--- src/sv/calendar_to_epoch_seconds_defines.svh ---
// assertion macros shared by the calendar to epoch seconds design
`ifndef CALENDAR_TO_EPOCH_SECONDS_DEFINES_SVH
`define CALENDAR_TO_EPOCH_SECONDS_DEFINES_SVH

`ifndef SYNTHESIS

// antecedent implies consequent in the same cycle
`define C2E_ASSERT_IMP(lbl, ante, cons, msg) \
    lbl: assert property (@(posedge i_clk) disable iff (!i_rst_n) (ante) |-> (cons)) \
        else $error(msg);

// antecedent implies consequent in the next cycle
`define C2E_ASSERT_NEXT(lbl, ante, cons, msg) \
    lbl: assert property (@(posedge i_clk) disable iff (!i_rst_n) (ante) |=> (cons)) \
        else $error(msg);

`else

`define C2E_ASSERT_IMP(lbl, ante, cons, msg)
`define C2E_ASSERT_NEXT(lbl, ante, cons, msg)

`endif

`endif

--- src/sv/c2e_pkg.sv ---
// shared types, constants and tables of the calendar to epoch seconds pipeline
package c2e_pkg;

    localparam int unsigned YEAR_W  = 15;   // adjusted year, 1997 to 16404
    localparam int unsigned CENT_W  = 8;    // year / 100, at most 164
    localparam int unsigned DAYS_W  = 23;   // day count since the epoch
    localparam int unsigned TOD_W   = 20;   // seconds within the day count
    localparam int unsigned EPOCH_W = 48;

    localparam logic [13:0] YEAR_PIVOT = 14'd2000;
    localparam logic [14:0] YEAR_SHIFT = 15'd1998;
    // floor(m / 12) = (m * 171) >> 11 for m below 256
    localparam logic [7:0]  RECIP_12   = 8'd171;
    localparam int unsigned SHIFT_12   = 11;
    // floor(y / 100) = (y * 5243) >> 19 for y below 43699
    localparam logic [12:0] RECIP_100  = 13'd5243;
    localparam int unsigned SHIFT_100  = 19;
    // 365 * 1970 + 477 leap days before the epoch + one for the 1 based day
    localparam logic [23:0] DAY_BIAS   = 24'd719528;
    localparam logic [16:0] SECS_DAY   = 17'd86400;

    typedef struct packed {
        logic [YEAR_W-1:0] yr_base;
        logic [4:0]        yq;
        logic              ydec;
        logic [3:0]        midx;
        logic [7:0]        day;
        logic [TOD_W-1:0]  tod;
    } t_split;

    typedef struct packed {
        logic [YEAR_W-1:0] yr;
        logic [CENT_W-1:0] qy;
        logic [CENT_W-1:0] qp;
        logic [3:0]        midx;
        logic [7:0]        day;
        logic [TOD_W-1:0]  tod;
    } t_year;

    typedef struct packed {
        logic [DAYS_W-1:0] days;
        logic [TOD_W-1:0]  tod;
    } t_days;

    function automatic logic [8:0] days_before_month(input logic [3:0] idx);
        logic [8:0] d;
        unique case (idx)
            4'd0:    d = 9'd0;
            4'd1:    d = 9'd31;
            4'd2:    d = 9'd59;
            4'd3:    d = 9'd90;
            4'd4:    d = 9'd120;
            4'd5:    d = 9'd151;
            4'd6:    d = 9'd181;
            4'd7:    d = 9'd212;
            4'd8:    d = 9'd243;
            4'd9:    d = 9'd273;
            4'd10:   d = 9'd304;
            4'd11:   d = 9'd334;
            default: d = 9'd0;
        endcase
        return d;
    endfunction

endpackage

--- src/sv/c2e_date_split.sv ---
// stage 1: year quirk, month roll into year, time of day in seconds
module c2e_date_split (
    input  logic                i_clk,
    input  logic                i_rst_n,
    input  logic                i_valid,
    output logic                o_ready,
    input  logic [13:0]         i_cal_year,
    input  logic [7:0]          i_cal_month,
    input  logic [7:0]          i_cal_day,
    input  logic [7:0]          i_cal_hour,
    input  logic [7:0]          i_cal_minute,
    input  logic [7:0]          i_cal_second,
    output logic                o_valid,
    input  logic                i_ready,
    output c2e_pkg::t_split     o_data
);

    logic            r_valid;
    c2e_pkg::t_split r_data;
    c2e_pkg::t_split n_data;
    logic [7:0]      mo;
    logic [15:0]     prod12;
    logic [4:0]      q12;
    logic [7:0]      rem12;

    assign mo     = i_cal_month - 8'd1;
    assign prod12 = 16'(mo) * 16'(c2e_pkg::RECIP_12);
    assign q12    = prod12[c2e_pkg::SHIFT_12 +: 5];
    assign rem12  = mo - 8'({q12, 3'b000}) - 8'({q12, 2'b00});

    always_comb begin
        n_data.yr_base = (i_cal_year > c2e_pkg::YEAR_PIVOT) ? 15'(i_cal_year)
                       : 15'(i_cal_year) + c2e_pkg::YEAR_SHIFT;
        // month zero is december of the year before
        if (i_cal_month == 8'd0) begin
            n_data.yq   = 5'd0;
            n_data.ydec = 1'b1;
            n_data.midx = 4'd11;
        end else begin
            n_data.yq   = q12;
            n_data.ydec = 1'b0;
            n_data.midx = rem12[3:0];
        end
        n_data.day = i_cal_day;
        n_data.tod = 20'(i_cal_hour) * 20'd3600 + 20'(i_cal_minute) * 20'd60
                   + 20'(i_cal_second);
    end

    assign o_ready = !r_valid || i_ready;

    always_ff @(posedge i_clk) begin
        if (!i_rst_n) begin
            r_valid <= 1'b0;
        end else if (o_ready) begin
            r_valid <= i_valid;
        end
    end

    always_ff @(posedge i_clk) begin
        if (o_ready && i_valid) begin
            r_data <= n_data;
        end
    end

    assign o_valid = r_valid;
    assign o_data  = r_data;

endmodule

--- src/sv/c2e_year_div.sv ---
// stage 2: final year and century quotients of the year and the year before
module c2e_year_div (
    input  logic                i_clk,
    input  logic                i_rst_n,
    input  logic                i_valid,
    output logic                o_ready,
    input  c2e_pkg::t_split     i_data,
    output logic                o_valid,
    input  logic                i_ready,
    output c2e_pkg::t_year      o_data
);

    logic                       r_valid;
    c2e_pkg::t_year             r_data;
    c2e_pkg::t_year             n_data;
    logic [c2e_pkg::YEAR_W-1:0] yr;
    logic [c2e_pkg::YEAR_W-1:0] yp;
    logic [27:0]                prod_y;
    logic [27:0]                prod_p;

    assign yr     = i_data.yr_base + 15'(i_data.yq) - 15'(i_data.ydec);
    assign yp     = yr - 15'd1;
    assign prod_y = 28'(yr) * 28'(c2e_pkg::RECIP_100);
    assign prod_p = 28'(yp) * 28'(c2e_pkg::RECIP_100);

    always_comb begin
        n_data.yr   = yr;
        n_data.qy   = prod_y[c2e_pkg::SHIFT_100 +: c2e_pkg::CENT_W];
        n_data.qp   = prod_p[c2e_pkg::SHIFT_100 +: c2e_pkg::CENT_W];
        n_data.midx = i_data.midx;
        n_data.day  = i_data.day;
        n_data.tod  = i_data.tod;
    end

    assign o_ready = !r_valid || i_ready;

    always_ff @(posedge i_clk) begin
        if (!i_rst_n) begin
            r_valid <= 1'b0;
        end else if (o_ready) begin
            r_valid <= i_valid;
        end
    end

    always_ff @(posedge i_clk) begin
        if (o_ready && i_valid) begin
            r_data <= n_data;
        end
    end

    assign o_valid = r_valid;
    assign o_data  = r_data;

endmodule

--- src/sv/c2e_day_count.sv ---
// stage 3: days since the epoch from year, month and day
module c2e_day_count (
    input  logic                i_clk,
    input  logic                i_rst_n,
    input  logic                i_valid,
    output logic                o_ready,
    input  c2e_pkg::t_year      i_data,
    output logic                o_valid,
    input  logic                i_ready,
    output c2e_pkg::t_days      o_data
);

    logic                       r_valid;
    c2e_pkg::t_days             r_data;
    c2e_pkg::t_days             n_data;
    logic [c2e_pkg::YEAR_W-1:0] yp;
    logic                       is_cent;
    logic                       is_leap;
    logic                       add_leap;
    logic [23:0]                sum;

    assign yp       = i_data.yr - 15'd1;
    assign is_cent  = (i_data.yr == 15'(i_data.qy) * 15'd100);
    // every 4th year, except centuries, except every 400th
    assign is_leap  = ((i_data.yr[1:0] == 2'd0) && !is_cent)
                   || (is_cent && (i_data.qy[1:0] == 2'd0));
    assign add_leap = is_leap && (i_data.midx >= 4'd2);

    // leap days before the year: p/4 - p/100 + p/400
    assign sum = 24'(i_data.yr) * 24'd365 + 24'(yp[14:2]) - 24'(i_data.qp)
               + 24'(i_data.qp[7:2]) + 24'(c2e_pkg::days_before_month(i_data.midx))
               + 24'(add_leap) + 24'(i_data.day) - c2e_pkg::DAY_BIAS;

    always_comb begin
        n_data.days = sum[c2e_pkg::DAYS_W-1:0];
        n_data.tod  = i_data.tod;
    end

    assign o_ready = !r_valid || i_ready;

    always_ff @(posedge i_clk) begin
        if (!i_rst_n) begin
            r_valid <= 1'b0;
        end else if (o_ready) begin
            r_valid <= i_valid;
        end
    end

    always_ff @(posedge i_clk) begin
        if (o_ready && i_valid) begin
            r_data <= n_data;
        end
    end

    assign o_valid = r_valid;
    assign o_data  = r_data;

endmodule

--- src/sv/c2e_sec_scale.sv ---
// stage 4: days to seconds plus time of day, output register
module c2e_sec_scale (
    input  logic                          i_clk,
    input  logic                          i_rst_n,
    input  logic                          i_valid,
    output logic                          o_ready,
    input  c2e_pkg::t_days                i_data,
    output logic                          o_valid,
    input  logic                          i_ready,
    output logic [c2e_pkg::EPOCH_W-1:0]   o_epoch_seconds
);

    logic                          r_valid;
    logic [c2e_pkg::EPOCH_W-1:0]   r_epoch;
    logic [c2e_pkg::EPOCH_W-1:0]   n_epoch;

    assign n_epoch = 48'(i_data.days) * 48'(c2e_pkg::SECS_DAY) + 48'(i_data.tod);

    assign o_ready = !r_valid || i_ready;

    always_ff @(posedge i_clk) begin
        if (!i_rst_n) begin
            r_valid <= 1'b0;
        end else if (o_ready) begin
            r_valid <= i_valid;
        end
    end

    always_ff @(posedge i_clk) begin
        if (o_ready && i_valid) begin
            r_epoch <= n_epoch;
        end
    end

    assign o_valid         = r_valid;
    assign o_epoch_seconds = r_epoch;

endmodule

--- src/sv/calendar_to_epoch_seconds.sv ---
// top level: calendar time to seconds since 1970-01-01, four stage pipeline
//
// input channel: i_valid / o_ready with year, month, day, hour, minute and
//   second; a transfer happens on a rising edge with both high
// output channel: o_valid / i_ready with o_epoch_seconds, one result for
//   each input transfer, in order
// years above 2000 are used as given, years of 2000 or less get 1998 added;
//   months outside 1 to 12 roll into the year, day/hour/minute/second are
//   added unchecked
// throughput: one transfer per cycle while i_ready is high, set by the
//   pipeline registers; each stage holds one item
// stages: month split and time of day, century quotients by reciprocal
//   multiply, day count, days times 86400 into the output register
// reset: synchronous, active low; clears every stage valid, no item in flight
// receiver stall: the output register holds, stages fill up behind it and
//   o_ready drops once all four stages hold items; nothing is dropped
`include "calendar_to_epoch_seconds_defines.svh"

module calendar_to_epoch_seconds (
    input  logic                         i_clk,
    input  logic                         i_rst_n,
    input  logic                         i_valid,
    output logic                         o_ready,
    input  logic [13:0]                  i_cal_year,
    input  logic [7:0]                   i_cal_month,
    input  logic [7:0]                   i_cal_day,
    input  logic [7:0]                   i_cal_hour,
    input  logic [7:0]                   i_cal_minute,
    input  logic [7:0]                   i_cal_second,
    output logic                         o_valid,
    input  logic                         i_ready,
    output logic [c2e_pkg::EPOCH_W-1:0]  o_epoch_seconds
);

    // stage handshakes, ready runs back from the output register
    logic            s1_valid;
    logic            s1_ready;
    logic            s2_valid;
    logic            s2_ready;
    logic            s3_valid;
    logic            s3_ready;
    c2e_pkg::t_split s1_data;
    c2e_pkg::t_year  s2_data;
    c2e_pkg::t_days  s3_data;

    // year quirk, month split, seconds within the day
    c2e_date_split u_split (
        .i_clk        (i_clk),
        .i_rst_n      (i_rst_n),
        .i_valid      (i_valid),
        .o_ready      (o_ready),
        .i_cal_year   (i_cal_year),
        .i_cal_month  (i_cal_month),
        .i_cal_day    (i_cal_day),
        .i_cal_hour   (i_cal_hour),
        .i_cal_minute (i_cal_minute),
        .i_cal_second (i_cal_second),
        .o_valid      (s1_valid),
        .i_ready      (s1_ready),
        .o_data       (s1_data)
    );

    // final year and divide by 100 through reciprocal multiplies
    c2e_year_div u_year (
        .i_clk   (i_clk),
        .i_rst_n (i_rst_n),
        .i_valid (s1_valid),
        .o_ready (s1_ready),
        .i_data  (s1_data),
        .o_valid (s2_valid),
        .i_ready (s2_ready),
        .o_data  (s2_data)
    );

    // days since the epoch with gregorian leap rules
    c2e_day_count u_days (
        .i_clk   (i_clk),
        .i_rst_n (i_rst_n),
        .i_valid (s2_valid),
        .o_ready (s2_ready),
        .i_data  (s2_data),
        .o_valid (s3_valid),
        .i_ready (s3_ready),
        .o_data  (s3_data)
    );

    // scale to seconds, this stage is the output register
    c2e_sec_scale u_scale (
        .i_clk           (i_clk),
        .i_rst_n         (i_rst_n),
        .i_valid         (s3_valid),
        .o_ready         (s3_ready),
        .i_data          (s3_data),
        .o_valid         (o_valid),
        .i_ready         (i_ready),
        .o_epoch_seconds (o_epoch_seconds)
    );

    // a free receiver lets the whole pipeline move
    `C2E_ASSERT_IMP(a_ready_chain, i_ready, o_ready && s1_ready && s2_ready && s3_ready,
        "pipeline stalled although the receiver is ready")
    // month split always lands on a real month
    `C2E_ASSERT_IMP(a_month_idx, s1_valid, s1_data.midx <= 4'd11,
        "month index out of range after split")
    // adjusted year stays in its known span
    `C2E_ASSERT_IMP(a_year_span, s2_valid, s2_data.yr >= 15'd1997 && s2_data.yr <= 15'd16404,
        "adjusted year out of range")
    // an output transfer with more work behind it keeps o_valid up
    `C2E_ASSERT_NEXT(a_drain, o_valid && i_ready && s3_valid, o_valid,
        "pipeline lost an item at the output")

endmodule
--- config.mk ---
export PLATFORM = sky130hd
export DESIGN_NAME = calendar_to_epoch_seconds
export DESIGN_NICKNAME = d
export VERILOG_FILES = /design/src/sv/c2e_pkg.sv /design/src/sv/c2e_date_split.sv /design/src/sv/c2e_year_div.sv /design/src/sv/c2e_day_count.sv /design/src/sv/c2e_sec_scale.sv /design/src/sv/calendar_to_epoch_seconds.sv
export VERILOG_INCLUDE_DIRS = /design/src /design/src/sv
export SDC_FILE = /design/constraint.sdc
export NUM_CORES = 2
export LEC_CHECK = 0
export BUFFER_PORTS_ARGS = -buffer_cell sky130_fd_sc_hd__buf_2
export CAP_MARGIN = 10
export CORE_MARGIN = 2
export CORE_UTILIZATION = 65
export CTS_CLUSTER_SIZE = 30
export DETAILED_ROUTE_END_ITERATION = 7
export HOLD_SLACK_MARGIN = 0.1
export PLACE_DENSITY = 0.89
export SLEW_MARGIN = 20
export SYNTH_ARGS = -nofsm -noshare
export SYNTH_HDL_FRONTEND = slang
export SYNTH_SLANG_ARGS = --single-unit
--- constraint.sdc ---
create_clock -name i_clk -period 11.9 [get_ports i_clk]
set_input_delay 0.595 -clock i_clk [delete_from_list [all_inputs] [get_ports i_clk]]
set_output_delay 0.595 -clock i_clk [all_outputs]
set_load 0.005 [all_outputs]
* After elaboration in Yosys (flattened, before gate mapping) *
Memories as Yosys holds them, arrays and structs flattened. A register that Yosys moved wholly into a read port is not among the register bits.
Cells that the tools add are included.

storage, ports and cells
  ROM bits = 144
  input port bits = 58
  flip-flop bits (word level) = 211
  logic and storage cells = 73
  output and inout bits = 50
  memories kept = 1

memory list
  name             depth  width  read ports  clocked after Yosys merged registers in  wr ports  line           RTL
  (no name shown)  16     9      1           1                                        0         c2e_pkg.sv:47  unique case (idx)

operators by class
  equal/unequal tests = 1
  mux-type cells = 3
  order comparisons = 2
  multipliers = 8
  reductions and logical operators = 20
  $add $sub $neg = 18

operators with widths
  kind                                                  count
  multiplier 15 x 13 -> 27 bit, second input constant   2
  adder 40 x 20 -> 41 bit                               1
  multiplier 23 x 10 -> 33 bit, second input constant   1
  multiplier 8 x 8 -> 16 bit, second input constant     2
  subtractor 15 x 1 -> 15 bit, second input constant    2
  adder 23 x 1 -> 23 bit                                1
  adder 23 x 13 -> 23 bit                               1
  adder 23 x 6 -> 23 bit                                1
  adder 23 x 8 -> 23 bit                                1
  adder 23 x 9 -> 23 bit                                1
  multiplier 15 x 9 -> 23 bit, second input constant    1
  subtractor 23 x 20 -> 23 bit, second input constant   1
  subtractor 23 x 8 -> 23 bit                           1
  adder 20 x 14 -> 20 bit                               1
  adder 20 x 8 -> 20 bit                                1
  adder 14 x 11 -> 15 bit, second input constant        1
  adder 15 x 5 -> 15 bit                                1
  equality test 15 bit                                  1
  subtractor 15 x 1 -> 15 bit                           1
  > comparator 14 x 11 -> 1 bit, second input constant  1
  2-to-1 mux 14 bit                                     1
  multiplier 8 x 5 -> 13 bit, second input constant     1
  multiplier 8 x 4 -> 12 bit, second input constant     1
  logical NOT 8 bit                                     1
  other kinds (9)                                       25

* Logic depth before layout (Yosys ltp) *
  depth after elaboration = 9
  depth in mapped cells = 38
  mapped depth without buffers = 38

* Hierarchy *
From an unflattened synthesis, not the netlist that was laid out.

second synthesis, totals
  cells, all modules = 2873
  area, all modules = 29747.3 um2

modules (own cells, without submodules)
  module          instances  cells an instance  seq. area each (um2)  area an instance (um2)
  c2e_year_div    1          955                1911.8                10154.7
  c2e_day_count   1          712                1311.3                7443.4
  c2e_sec_scale   1          668                1251.2                6446.2
  c2e_date_split  1          538                1611.5                5703.0

* Least setup slack after synthesis *
No wires, ideal clock.

  kind = register -> register
  start point = register u_split.r_data, in the netlist u_split.o_data[32]
  end point = register u_year.r_data, in the netlist u_year.o_data[39], data pin
  path buffers = 0
  arrival = 8.084 ns
  cell stages (with the launch flop) = 37
  data required time = 11.629 ns
  period minus slack after synthesis = 8.355 ns
  library setup time = 0.271 ns
  path slack = 3.545 ns
  path through = edfxtp_1 -> ha_1 -> inv_1 -> ha_1 -> inv_1 -> fa_1 -> inv_1 -> a21oi_1 -> o21bai_1 -> a21o_1 -> a31o_2 -> a21oi_1 -> xnor2_1 -> inv_1 -> ha_1 -> nand4_1 -> nor2_1 -> xnor2_1 -> inv_1 -> ha_1 -> fa_1 -> inv_1 -> fa_1 -> inv_1 -> fa_1 -> fa_1 -> ha_1 -> a211o_1 -> a211oi_1 -> o211ai_1 -> a31oi_1 -> nor2_1 -> a211oi_2 -> o21ai_1 -> o41ai_2 -> xnor2_1 -> xnor2_1

between the ends
  word-level cells in the longest chain between the ends = 3

ends and longest elaborated chain
  what                          line                  RTL
  start: declaration            c2e_date_split.sv:19  c2e_pkg::t_split r_data;
  start signal: assignment      c2e_date_split.sv:61  r_data <= n_data;
  subtractor 15 x 1 -> 15 bit   c2e_year_div.sv:21    assign yr = i_data.yr_base + 15'(i_data.yq) - 15'(i_data.ydec);
  net u_year.yr, one bit        c2e_year_div.sv:16    logic [c2e_pkg::YEAR_W-1:0] yr;
  subtractor 15 x 1 -> 15 bit   c2e_year_div.sv:22    assign yp = yr - 15'd1;
  multiplier 15 x 13 -> 27 bit  c2e_year_div.sv:24    assign prod_p = 28'(yp) * 28'(c2e_pkg::RECIP_100);
  net u_year.prod_p[26]         c2e_year_div.sv:19    logic [27:0] prod_p;
  end signal: assignment        c2e_year_div.sv:47    r_data <= n_data;
  end: declaration              c2e_year_div.sv:14    c2e_pkg::t_year r_data;

The timed path passes the listed nets, and every way through them passes these cells.
A chain may end at the register's enable or synchronous reset.

* Final worst setup path *
Same ends and word-level chain as after synthesis.

==> metrics.md <==
| Metric | Value |
|---|---|
| Worst hold path cell count | 1 |
| Final setup viols | 0 |
| Main combinational cell family by area after synthesis | adder cells |
| Worst Hold Launch | i_cal_day[5] |
| Slew HR | 32.1% |
| Mux contribution to synthesized area | 0.311% |
| Port Buffer Count | 100 |
| Num CTS Buffers | 23 |
| Outcome | finished, final reports clean |
| CTS Hold Buffers Added | 0 |
| Initial Util | 66.0% |
| CP startpoint | u_split.o_data[32]$_DFFE_PP_ |
| Avg Vias per Cell | 5.59 |
| Mapped Cells | 2,788 |
| Final hold vios | 0 |
| Synth Flop Type | edfxtp_1 |
| First-pass GRT wire length | 101 mm |
| R2R setup slack | 2.23 ns |
| Root Buffer | clkbuf_16 |
| Setup crit end kind | register |
| Die Span Y | 216 µm |
| Mapped cell area | 29,300 µm² |
| Kind of critical path | register to register |
| Post-synthesis xor/xnor area fraction | 6.42% |
| Arr. time, crit path | 9.93 ns |
| DRT iter0 DRCs | 1,026 |
| Reg2Reg Depth | 36 |
| RD Place Congestion | 0.920 |
| Resized cells post-CTS | 0 |
| Routed wire per std cell | 17.2 µm |
| Register area share after synthesis | 21.4% |
| Post-DRT Antenna Nets | 0 |
| Htree depth | 1 |
| Max Root-Sink Buffers | 3 |
| Crit path largest cell delay | 0.64 ns |
| Synth Area in Simple Gates | 6.15% |
| Tightest Pin Transition | 1.01 ns |
| Fraction of registers with async set/reset | 0% |
| Reg area | 6270 µm² |
| Post-route cell area | 31,300 µm² |
| CTS Sinks | 213 |
| Number of global-route vias before repair | 21,600 |
| Multi-input gate area | 20,200 µm² |
| Clock Pin Slew Worst Setup and Hold Paths | 0.06 ns |
| GRT Residual Overflow | 0 |
| Worst Hold Class | input port to register |
| Gr usage total | 26.5% |
| Crit path max fanout | 6 |
| Worst hold endpoint | u_split.o_data[25]$_DFFE_PP_ |
| Setup TNS | 0 ns |
| Die width | 216 µm |
| # fillers | 2,907 |
| TritonRoute pass-1 iters | 5 |
| Postcts setup bufs | 0 |
| Reg2Reg Launch Point | u_split.o_data[32]$_DFFE_PP_ |
| Ys Warns | 0 |
| Worst Path Required | 12.16 ns |
| Distinct cells, synth | 85 |
| Row cnt | 77 |
| Final Max Slew Viols | 0 |
| Initial antenna violation count | 1 |
| TritonCTS clock tree | built |
| Final min period | 9.67 ns |
| Area share of fa/ha/maj cells after synthesis | 48.5% |
| Layout area overhead | 6.86% |
| Worst clock skew | 0.0229 ns |
| Share of layout cells above drive strength 1 | 6.49% |
| Die Area | 46,800 µm² |
| I/O pin total | 108 |
| Clock latency on the worst-skew pair | 0.55 ns |
| Fmax | 103 MHz |
| RSZ-0062 raised after global routing | false |
| Post-synth EDFFs | 200 |
| Placed Instance Area | 30,600 µm² |
| Max-cap viol count | 0 |
| Via count | 19,700 |
| Largest net degree at the start of global routing | 51 |
| Detail Placement HPWL | 50.6 mm |
| CP dominant cell by count | inv_1 |
| R2R Path End | u_year.o_data[39]$_DFFE_PP_ |
| Fin nets | 3,906 |
| Residual DRC | 0 |
| CP startpoint kind | register |
| Final Cycle Share | 81.3% |
| Post-synthesis area per instance | 10.5 µm² |
| Core footprint | 44,400 µm² |
| Complex-gate fraction of the synthesized area | 7.34% |
| Critical-path top delay cell | xnor2_1 |
| Register bit total from synthesis | 213 |
| Total Routed Length | 60.5 mm |
-- metrics by stage --
stage               util (%)  hold WS [ns]  cells  setup WS, ns
floorplan                  -         0.400   2795          3.55
global placement        68.8         0.401   3474          2.68
detailed placement      68.8         0.405   3474          2.31
CTS                     70.5         0.225   3516          2.22
global route            70.6         0.226   3518          1.51
finish                  70.6         0.239   3519          2.23
-- worst max-delay path, delay by kind of cell, from the launching register on --
kind / cells / cell delay (ns)
adders and majority gates: 10 / 3.92
AOI/OAI and AO/OA: 11 / 2.23
xor gates and xnor gates: 4 / 1.43
buffers and inverters: 8 / 0.93
and+or+nand+nor: 3 / 0.49
DFF: 1 / 0.38
-- cell families after synthesis --
| group | count (synthesis) |
|---|---|
| flops | 213 |
| simple gates | 343 |
| xor+xnor | 209 |
| mux | 9 |
| other cells | 1 |
| compound gates | 315 |
| fa+ha+maj | 939 |
| buf+inv | 759 |
-- layer usage --
layer  part of all wire, %  GRT usage [%]  vias up
li1                      -              -     9299
met1                    39           31.0     9734
met2                    53           49.9      478
met3                   3.7           2.58      158
met4                   3.8           10.1        0
met5                     0              0        -
-- registers in the layout (all words and copies together) (netlist names), named ones only --
register and count:
u_days.o_data 43, u_days.o_valid 1, u_scale.o_epoch_seconds 41, u_scale.o_valid 1, u_split.o_data 53, u_split.o_valid 1
u_year.o_data 63, u_year.o_valid 1
-- placed cells by master (no fill, tap or decap), types with 12 or more instances in the layout --
cell	count
dfxtp_1	13
a211oi_1	12
inv_1	737
xor2_1	64
o21bai_1	17
nand2b_1	15
nand2_1	79
clkbuf_16	23
nor3_1	29
buf_2	100
a21oi_1	87
nor2b_1	17
o21a_1	22
edfxtp_1	200
a21o_1	51
o21ai_0	45
xnor2_1	141
nor2_1	71
fa_1	331
ha_1	608
nand3_1	40
and3_1	14
-- final cells by class --
class / count / share of cell area [%]
timing repair buffer: 110 / 1.94
multi-input combinational: 1823 / 64.5
inverter: 738 / 8.84
clock inverter: 17 / 0.463
clock buffer: 25 / 1.86
tap: 592 / 2.36
sequential: 213 / 20.0
antenna: 1 / 0.00798
-- worst max path at each step --
| stage | endpoint | slack [ns] | cells after the start |
|---|---|---|---|
| 2_1_floorplan | u_year.o_data[39]$_DFFE_PP_ | 3.55 | 36 |
| 3_3_place_gp | u_year.o_data[39]$_DFFE_PP_ | 2.68 | 36 |
| 3_5_place_dp | u_year.o_data[39]$_DFFE_PP_ | 2.31 | 37 |
| 4_1_cts | u_year.o_data[39]$_DFFE_PP_ | 2.22 | 36 |
| 5_1_grt | u_year.o_data[39]$_DFFE_PP_ | 1.51 | 38 |
| 6_report | u_year.o_data[39]$_DFFE_PP_ | 2.23 | 36 |
-- cells in the mapped netlist (11+ instances only) --
| library cell | count | area (µm²) |
|---|---|---|
| nor2b_1 | 19 | 119 |
| o21ai_0 | 45 | 225 |
| xor2_1 | 64 | 561 |
| nand4_1 | 11 | 68.8 |
| o21bai_1 | 17 | 128 |
| nand2b_1 | 15 | 93.8 |
| nand2_1 | 79 | 297 |
| xnor2_1 | 141 | 1230 |
| a21oi_1 | 87 | 435 |
| and2_1 | 11 | 68.8 |
| inv_1 | 738 | 2770 |
| nand3_1 | 40 | 200 |
| nor3_1 | 29 | 145 |
| a211oi_1 | 12 | 90.1 |
| or3_1 | 11 | 68.8 |
| ha_1 | 608 | 7610 |
| and3_1 | 14 | 87.6 |
| nor2_1 | 71 | 267 |
| edfxtp_1 | 200 | 6010 |
| o21a_1 | 22 | 165 |
| a21o_1 | 51 | 383 |
| dfxtp_1 | 13 | 260 |
| fa_1 | 331 | 6630 |
Power is left out: the tool's default activity adds up to more than one toggle a clock period on the data nets, which glitch-free logic cannot reach.
